`src/rtl/core/tlca_pkg.sv`:
```
// Package for the binary-lifting lowest common ancestor block.
// Holds sizes, microcode types and the microcode table itself.
// No dependencies.
package tlca_pkg;

  localparam int NODE_W    = 10;
  localparam int MAX_NODES = 1 << NODE_W;
  localparam int LEVELS    = 10;
  localparam int LVL_W     = (LEVELS > 1) ? $clog2(LEVELS) : 1;
  localparam int ANC_DEPTH = MAX_NODES * (1 << LVL_W);
  localparam int DEPTH_W   = 10;

  localparam logic [DEPTH_W-1:0] DEPTH_MAX = '1;
  localparam logic [LVL_W-1:0]   LVL_TOP   = LVL_W'(LEVELS - 1);

  localparam int STEP_W = 4;

  localparam logic [STEP_W-1:0] STEP_IDLE    = STEP_W'(0);
  localparam logic [STEP_W-1:0] STEP_LD_RDEP = STEP_W'(1);
  localparam logic [STEP_W-1:0] STEP_LD_WDEP = STEP_W'(2);
  localparam logic [STEP_W-1:0] STEP_LD_FILL = STEP_W'(3);
  localparam logic [STEP_W-1:0] STEP_Q_RDEP  = STEP_W'(4);
  localparam logic [STEP_W-1:0] STEP_Q_DIFF  = STEP_W'(5);
  localparam logic [STEP_W-1:0] STEP_Q_PRIME = STEP_W'(6);
  localparam logic [STEP_W-1:0] STEP_Q_LIFT  = STEP_W'(7);
  localparam logic [STEP_W-1:0] STEP_Q_CHK   = STEP_W'(8);
  localparam logic [STEP_W-1:0] STEP_Q_JUMP  = STEP_W'(9);
  localparam logic [STEP_W-1:0] STEP_Q_FIN   = STEP_W'(10);

  typedef enum logic [3:0] {
    UOP_IDLE,
    UOP_LD_RDEP,
    UOP_LD_WDEP,
    UOP_LD_FILL,
    UOP_Q_RDEP,
    UOP_Q_DIFF,
    UOP_Q_PRIME,
    UOP_Q_LIFT,
    UOP_Q_CHK,
    UOP_Q_JUMP,
    UOP_Q_FIN
  } uop_e;

  typedef enum logic [2:0] {
    COND_NONE,
    COND_DISPATCH,
    COND_LVL_TOP,
    COND_LVL_NOT_TOP,
    COND_LVL_NOT_ZERO,
    COND_NODES_EQ,
    COND_OUT_BUSY
  } cond_e;

  typedef struct packed {
    uop_e               op;
    cond_e              cond;
    logic [STEP_W-1:0]  target;
    logic               last;
  } ucode_t;

  typedef struct packed {
    logic accept;
    logic is_query;
    logic node_zero;
    logic lvl_top;
    logic lvl_zero;
    logic nodes_eq;
    logic out_busy;
  } seq_flags_t;

  // A taken condition jumps to the target; otherwise the last step of a
  // routine returns to idle and any other step falls through.
  function automatic ucode_t ucode_rom(input logic [STEP_W-1:0] step);
    ucode_t w;
    case (step)
      STEP_LD_RDEP: w = '{op: UOP_LD_RDEP, cond: COND_NONE,
                          target: STEP_IDLE, last: 1'b0};
      STEP_LD_WDEP: w = '{op: UOP_LD_WDEP, cond: COND_LVL_TOP,
                          target: STEP_IDLE, last: 1'b0};
      STEP_LD_FILL: w = '{op: UOP_LD_FILL, cond: COND_LVL_NOT_TOP,
                          target: STEP_LD_FILL, last: 1'b1};
      STEP_Q_RDEP:  w = '{op: UOP_Q_RDEP, cond: COND_NONE,
                          target: STEP_IDLE, last: 1'b0};
      STEP_Q_DIFF:  w = '{op: UOP_Q_DIFF, cond: COND_NONE,
                          target: STEP_IDLE, last: 1'b0};
      STEP_Q_PRIME: w = '{op: UOP_Q_PRIME, cond: COND_NONE,
                          target: STEP_IDLE, last: 1'b0};
      STEP_Q_LIFT:  w = '{op: UOP_Q_LIFT, cond: COND_LVL_NOT_ZERO,
                          target: STEP_Q_LIFT, last: 1'b0};
      STEP_Q_CHK:   w = '{op: UOP_Q_CHK, cond: COND_NODES_EQ,
                          target: STEP_Q_FIN, last: 1'b0};
      STEP_Q_JUMP:  w = '{op: UOP_Q_JUMP, cond: COND_LVL_NOT_ZERO,
                          target: STEP_Q_JUMP, last: 1'b0};
      STEP_Q_FIN:   w = '{op: UOP_Q_FIN, cond: COND_OUT_BUSY,
                          target: STEP_Q_FIN, last: 1'b1};
      default:      w = '{op: UOP_IDLE, cond: COND_DISPATCH,
                          target: STEP_IDLE, last: 1'b1};
    endcase
    return w;
  endfunction

endpackage

```
`src/rtl/core/tlca_seq.sv`:
```
// Microcode sequencer: step counter over the control table in tlca_pkg.
// Evaluates jump conditions from datapath flags. Depends on tlca_pkg.
module tlca_seq import tlca_pkg::*; (
  input  logic       clk_i,
  input  logic       rst_ni,
  input  seq_flags_t flags_i,
  output ucode_t     ctrl_o,
  output logic       idle_o
);

  logic [STEP_W-1:0] step_q, step_d;
  logic              taken;

  assign ctrl_o = ucode_rom(step_q);
  assign idle_o = (ctrl_o.op == UOP_IDLE);

  always_comb begin
    case (ctrl_o.cond)
      COND_LVL_TOP:      taken = flags_i.lvl_top;
      COND_LVL_NOT_TOP:  taken = !flags_i.lvl_top;
      COND_LVL_NOT_ZERO: taken = !flags_i.lvl_zero;
      COND_NODES_EQ:     taken = flags_i.nodes_eq;
      COND_OUT_BUSY:     taken = flags_i.out_busy;
      default:           taken = 1'b0;
    endcase

    if (ctrl_o.cond == COND_DISPATCH) begin
      if (!flags_i.accept) begin
        step_d = STEP_IDLE;
      end else if (flags_i.is_query) begin
        step_d = STEP_Q_RDEP;
      end else if (flags_i.node_zero) begin
        step_d = STEP_IDLE;
      end else begin
        step_d = STEP_LD_RDEP;
      end
    end else if (taken) begin
      step_d = ctrl_o.target;
    end else if (ctrl_o.last) begin
      step_d = STEP_IDLE;
    end else begin
      step_d = step_q + 1'b1;
    end
  end

  always_ff @(posedge clk_i or negedge rst_ni) begin
    if (!rst_ni) begin
      step_q <= STEP_IDLE;
    end else begin
      step_q <= step_d;
    end
  end

endmodule

```
`config.mk`:
```
export PLATFORM = sky130hd
export DESIGN_NAME = tlca_seq
export DESIGN_NICKNAME = d
export VERILOG_FILES = /design/src/rtl/core/tlca_pkg.sv /design/src/rtl/core/tlca_seq.sv
export SDC_FILE = /design/constraint.sdc
export NUM_CORES = 1
export LEC_CHECK = 0
export BUFFER_PORTS_ARGS = -buffer_cell sky130_fd_sc_hd__buf_2
export CAP_MARGIN = 20
export CORE_AREA = 5 5 42 44
export CTS_CLUSTER_SIZE = 16
export DETAILED_ROUTE_END_ITERATION = 10
export DIE_AREA = 0 0 47 49
export PLACE_DENSITY = 0.81
export SYNTH_ARGS = -nofsm -noshare
export SYNTH_HDL_FRONTEND = slang
export SYNTH_SLANG_ARGS = --single-unit
```
`constraint.sdc`:
```
create_clock -name clk_i -period 3.1 [get_ports clk_i]
set_input_delay 0.31 -clock clk_i [delete_from_list [all_inputs] [get_ports clk_i]]
set_output_delay 0.31 -clock clk_i [all_outputs]
set_load 0.01 [all_outputs]
```
==> flow_summary.ini, run 1 <==
[final_layout]
regMostFlops = step_q
design_area_um2 = 721.9
drive_gt1_share_pct = 29.17
seqCellArea_um2 = 100.1
fin_cells = 112
multiInputGateArea_um2 = 441.7
postLayoutCoreUtil_pct = 51.52
largest_register_ffs = 4
top_regs = step_q: 4 flops
syn_to_final_growth_pct = 21.22
fillers = 149
final_nets = 113
n_antenna_cell = 0

[yosys]
synth-seq-cells = 4
ys_seq_area_share_pct = 16.81
syn-num-nets = 91
yosys_most_used_dff = dfrtp_1
yosysTopAreaCellShare_pct = 16.81
yosysTopAreaCell = dfrtp_1
synth.cell_area_um2 = 595.6
synth_commonest_cells = 8 x nand2_1, 6 x ha_1, 6 x inv_1, 6 x o21ai_0, 5 x nor2_1
synth_most_common_cell = nand2_1
synthDistinctLibCells = 36
ys_warn_count = 0
ys_top_cells_by_area = dfrtp_1 17%, ha_1 13%, o21ai_0 5.0%
synth_edf_count = 0
async_flop_share_pct = 100.0
syn-mean-instance-area_um2 = 7.836
syn_inst = 76

[route]
wl_per_cell_um = 13.16
drc = 0
drt_pre_antenna_iters = 4
drt_iter0_drc = 6
wirelength_um = 1474
drtAntennaViolNets = 0
viasPerCell = 5.589
vias = 626

[power]
p_leak_nw = 0.3736
irDropWorstVdd_uv = 523.2
powerDensity_mw_per_mm2 = 1161
total_power_mw = 0.8385

[timing]
finalMaxSlewViolations = 0
whs_ns = 0.3672
finalCritPeriodShare_pct = 79.56
layout_min_cycle_time_ns = 2.466
setup_tns_ns = 0
grt_setup_unrepaired = no
setup_viol = 0
finalClockSkew_ns = 0.0007988
final_hold_viol_count = 0
setup_ws_ns = 0.6337
worst_pin_slew_ns = 0.4791
slew_headroom_pct = 67.92
fmax_mhz = 405.5

[place]
dpl_cell_area_um2 = 689.4
gp_congestion = 0.8720
io_buffers = 21
dp.cells = 108
dpl.hpwl_um = 1208
dp_slack_ns = 0.6400

[clock_tree]
cts_max_path_buffers = 2
htreeDepth = 1
cts_tree = built
cts_buffers = 3
cts-root-buf = clkbuf_4
cts.sink_count = 4
post_cts_buffers = 0
clkLatencyLatePin_ns = 0.23
clk_pin_slew_worst_paths_ns = 0.03

[floorplanning]
dieArea_mm2 = 0.002303
ios = 22
start_util_pct = 42.50
die-width_um = 47
core_area_mm2 = 0.001401
rows = 14
die_h_um = 49

[setup_path]
cp.arrival_ns = 2.57
cp_max_fo = 10
cp_slowest_cell = dfrtp_1
crit_chain = inv_1 > ha_1 > or3_1 > nor4_1 > a221oi_2 > a21oi_2 > mux2_1
cp-start-kind = register
path_class = register to register
cp_top_family = simple AND/OR/NAND/NOR gates
cpPeakStageDelay_ns = 0.51
worst_setup_path_end_kind = register
required_ns = 3.20
path_buf_inv = 1

[global_route]
grt_max_degree = 17
gr-total-overflow = 0
grt_pass1_vias = 522
grt_pass1_wl_um = 2290
globalRouteTotalUtil_pct = 13.14
grt_antenna_before_repair = 0

[hold_path]
holdCritPathClass = primary input to register

[flow_run]
cap_violations = 0

[outcome]
status = finished, final reports clean
[tightest hold or removal path, stage by stage]
cell and delay [ns]:
buf_2 0.08, nand3_1 0.06, o211ai_1 0.10
[report_power, final]
part	switching, mW	total, mW	internal [mW]
Sequential	0.0613	0.138	0.0768
Combinational	0.364	0.639	0.275
Clock	0.0183	0.0613	0.0431
Total	0.443	0.838	0.395
[timing repair]
action / in CTS / in global routing
endpoints found under the hold margin: 4 / 0
hold buffers: 1 / 0
gates resized for setup: 0 / 0
[path summary, 6_finish.rpt]
| check | start | end | slack [ns] | cells past startpoint |
|---|---|---|---|---|
| max | step_q[1]$_DFF_PN0_ | step_q[3]$_DFF_PN0_ | 0.63 | 7 |
| min | flags_i[6] | step_q[0]$_DFF_PN0_ | 0.37 | 3 |
| max reg2reg | step_q[1]$_DFF_PN0_ | step_q[3]$_DFF_PN0_ | 0.63 | 7 |
| min reg2reg | step_q[0]$_DFF_PN0_ | step_q[0]$_DFF_PN0_ | 0.79 | 3 |
| max in group asynchronous | rst_ni | step_q[3]$_DFF_PN0_ | 2.58 | 2 |
| min in group asynchronous | rst_ni | step_q[2]$_DFF_PN0_ | 0.40 | 2 |
[per-layer routing]
| metal | part of all wire [%] | GRT usage [%] | wire (um) | vias up |
|---|---|---|---|---|
| met5 | 0 | 0 | 0 | - |
| met4 | 0 | 4.608 | 0 | 0 |
| met1 | 46 | 18.85 | 671 | 286 |
| li1 | - | - | - | 320 |
| met2 | 47 | 19.23 | 699 | 20 |
| met3 | 7.0 | 2.214 | 103 | 0 |
[logic make-up (layout without fill, tap and decap cells)]
group | count (synthesis) | after routing | synth area share (%)
compound gates | 24 | 24 | 30.25
fa+ha+maj | 6 | 6 | 12.60
buf+inv | 11 | 31 | 9.033
flops | 4 | 4 | 16.81
mux | 4 | 4 | 7.982
simple gates | 27 | 27 | 23.32
[area by class of cell]
| type | instances | share of cell area, % |
|---|---|---|
| multi-input combinational | 61 | 61.18 |
| timing repair buffer | 22 | 15.94 |
| sequential | 4 | 13.86 |
| clock buffer | 3 | 3.120 |
| inverter | 6 | 3.120 |
| tap | 16 | 2.773 |
[layout by cell type, fill, tap and decap left out, types with 2 or more instances in the layout]
| cell type | instances |
|---|---|
| a211oi_1 | 2 |
| inv_1 | 6 |
| mux2_1 | 2 |
| nand3_1 | 3 |
| o21ai_0 | 6 |
| nor2b_1 | 3 |
| nand2_1 | 8 |
| buf_2 | 21 |
| ha_1 | 6 |
| clkbuf_4 | 3 |
| dfrtp_1 | 4 |
| o211ai_1 | 3 |
| nor2_1 | 5 |
| nor4_1 | 3 |
(Power assumes the default switching activity.)
==> inputs of run 2 (changes only) <==
Settings changed: ABC_AREA from default to 1, CORE_AREA 5 5 42 44 to 5 5 44 46, DIE_AREA 0 0 47 49 to 0 0 49 51, PLACE_DENSITY 0.81 to 0.76.
Clock period 3.1 ns to 2 ns, I/O delays scaled along.
==> run 2 against run 1 <==
Against the previous run:
- synthesized area is 3.4% lower
- combinational power grew 56%
- flip-flop and latch count did not move
- highest routed layer is now met4
- register-to-register slack lost 0.43 ns
- critical path type is now register to output port
- cell count rose by 11%
- largest power group unchanged
==> flow_summary.ini, run 2 <==
[yosys]
syn-num-nets = 100
ys_top_cells_by_area = dfrtp_1 17%, ha_1 13%, nand2_1 12%
ys_warn_count = 0
yosysTopAreaCellShare_pct = 17.39
synth_commonest_cells = 18 x nand2_1, 13 x inv_1, 9 x nand3_1, 6 x ha_1, 6 x o21ai_0
yosys_most_used_dff = dfrtp_1
syn-mean-instance-area_um2 = 6.771
syn_inst = 85
yosysTopAreaCell = dfrtp_1
ys_seq_area_share_pct = 17.39
async_flop_share_pct = 100.0
synth_edf_count = 0
synth_most_common_cell = nand2_1
synth-seq-cells = 4
synth.cell_area_um2 = 575.6
synthDistinctLibCells = 23

[route]
vias = 606
drtAntennaViolNets = 0
drc = 0
drt_iter0_drc = 12
viasPerCell = 4.887
wirelength_um = 1377
wl_per_cell_um = 11.10
drt_pre_antenna_iters = 4

[global_route]
gr-total-overflow = 0
use_met2_pct = 20.43
busiest_layer = met2
globalRouteTotalUtil_pct = 12.25
grt_pass1_vias = 565
grt_antenna_before_repair = 0
grt_pass1_wl_um = 2456
grt_max_degree = 11
met3_usage_pct = 3.779
gr-usage-met1_pct = 14.13

[timing]
setup_viol = 0
finalCritPeriodShare_pct = 91.90
layout_min_cycle_time_ns = 1.838
fmax_mhz = 544.1
final_hold_viol_count = 0
slew_headroom_pct = 76.36
finalMaxSlewViolations = 0
grt_setup_unrepaired = no
setup_tns_ns = 0
finalClockSkew_ns = 0.008803
worst_pin_slew_ns = 0.3546
setup_ws_ns = 0.1620

[setup_path]
reg2reg_depth = 12
r2r_end = step_q[3]$_DFF_PN0_
required_ns = 1.80
cp-start-kind = register
worstSetupStartpoint = step_q[0]$_DFF_PN0_
cp_max_fo = 5
rr_startpoint = step_q[1]$_DFF_PN0_
path_class = register to output port
cp_slowest_cell = dfrtp_1
rrSetupSlack_ns = 0.20
crit_chain = inv_1 > ha_1 > nand3_2 > o21ai_0 > nor4_1 > buf_2
cp.arrival_ns = 1.64
cpPeakStageDelay_ns = 0.40
worst_setup_path_end_kind = output port

[final_layout]
n_antenna_cell = 0
syn_to_final_growth_pct = 24.13
final_nets = 125
final_common_cell = buf_2
regMostFlops = step_q
fillers = 162
layout_common_cells = 21 x buf_2, 18 x nand2_1, 13 x inv_1, 9 x nand3_1
top_regs = step_q: 4 flops
largest_register_ffs = 4
drive_gt1_share_pct = 36.11

[clock_tree]
clk_pin_slew_worst_paths_ns = 0.03
cts_buffers = 3
cts_resized = 0
cts-root-buf = clkbuf_4
post_cts_buffers = 0
htreeDepth = 1
ctsHoldBuffers = 1
clkLatencyLatePin_ns = 0.25
cts_tree = built
cts.sink_count = 4
cts_max_path_buffers = 2

[floorplanning]
dieArea_mm2 = 0.002499
rows = 14
ios = 22
die_h_um = 51
die-width_um = 49
core_area_mm2 = 0.001471
start_util_pct = 39.12

[power]
p_leak_nw = 0.4319
irDropWorstVdd_uv = 811.7
powerDensity_mw_per_mm2 = 1799

[hold_path]
hold_path_depth = 3
holdCritPathClass = primary input to register
worstHoldStart = flags_i[5]
holdPathEnd = step_q[2]$_DFF_PN0_

[outcome]
status = finished, final reports clean

[place]
dp_slack_ns = 0.1994
io_buffers = 21
dpl.hpwl_um = 1168
gp_congestion = 0.9201

[flow_run]
cap_violations = 0
-- run 2: cell types whose count changed in the layout (fill, tap and decap cells not counted), sizes merged, moves of 3 or more --
cell / before / now
mux2: 3 / 0
nor2b: 3 / 0
nand3: 3 / 11
o211ai: 3 / 0
nand2: 8 / 26
inv: 6 / 16
-- run 2: worst max-delay path by stage --
stage | to | slack [ns] | cells past startpoint
after CTS | idle_o | 0.13 | 6
after global routing | idle_o | 0.05 | 6
after detailed placement | step_q[3]$_DFF_PN0_ | 0.20 | 12
final | idle_o | 0.16 | 6
after floorplan | step_q[3]$_DFF_PN0_ | 0.33 | 9
after global placement | step_q[0]$_DFF_PN0_ | 0.28 | 12
-- run 2: where the power goes --
group	internal [mW]	switching [mW]	total, mW
registers	0.121	0.0572	0.178
clock network	0.0674	0.0381	0.106
logic	0.367	0.635	1.00
total	0.555	0.730	1.29
-- run 2: layer usage --
| metal | up-vias | wire [um] |
|---|---|---|
| li1 | 315 | - |
| met1 | 275 | 583 |
| met2 | 13 | 703 |
| met3 | 3 | 74 |
| met4 | 0 | 16 |
| met5 | - | 0 |
-- run 2: logic make-up after synthesis --
family                     count (synthesis)  share of synthesized area (%)
buffers and inverters                     18                          14.13
adders and majority gates                  6                          13.04
and+or+nand+nor                           45                          41.74
DFF                                        4                          17.39
AOI/OAI and AO/OA                         12                          13.70
-- run 2: final cells by class --
class | instances | area (um2) | area share (%)
inverters | 16 | 62.56 | 8.757
well taps | 16 | 20.02 | 2.802
flip-flops and latches | 4 | 100.1 | 14.01
clock buffers | 3 | 22.52 | 3.152
repair buffers | 22 | 115.1 | 16.11
multi-input cells | 63 | 394.1 | 55.17
-- run 2: stage by stage --
stage	hold slack [ns]	instance area (um2)	total power, mW	util (%)	instances
after detailed placement	0.009627	681.9	1.190	46.34	120
after CTS	0.2026	714.4	1.306	48.55	124
after global routing	0.2287	714.4	1.443	48.55	124
final	0.2097	714.4	1.285	48.55	124
after global placement	0.008121	681.9	1.161	46.34	120
after floorplan	-0.09559	575.6	0.9256	-	85
-- run 2: worst max-delay path: cells and delay by family, from the launching register on --
family | cells | cell delay, ns
adder cells (fa/ha/maj) | 1 | 0.24
flip-flops | 1 | 0.40
AND/OR/NAND/NOR | 2 | 0.35
buffers and inverters | 2 | 0.29
AO/OA/AOI/OAI | 1 | 0.12
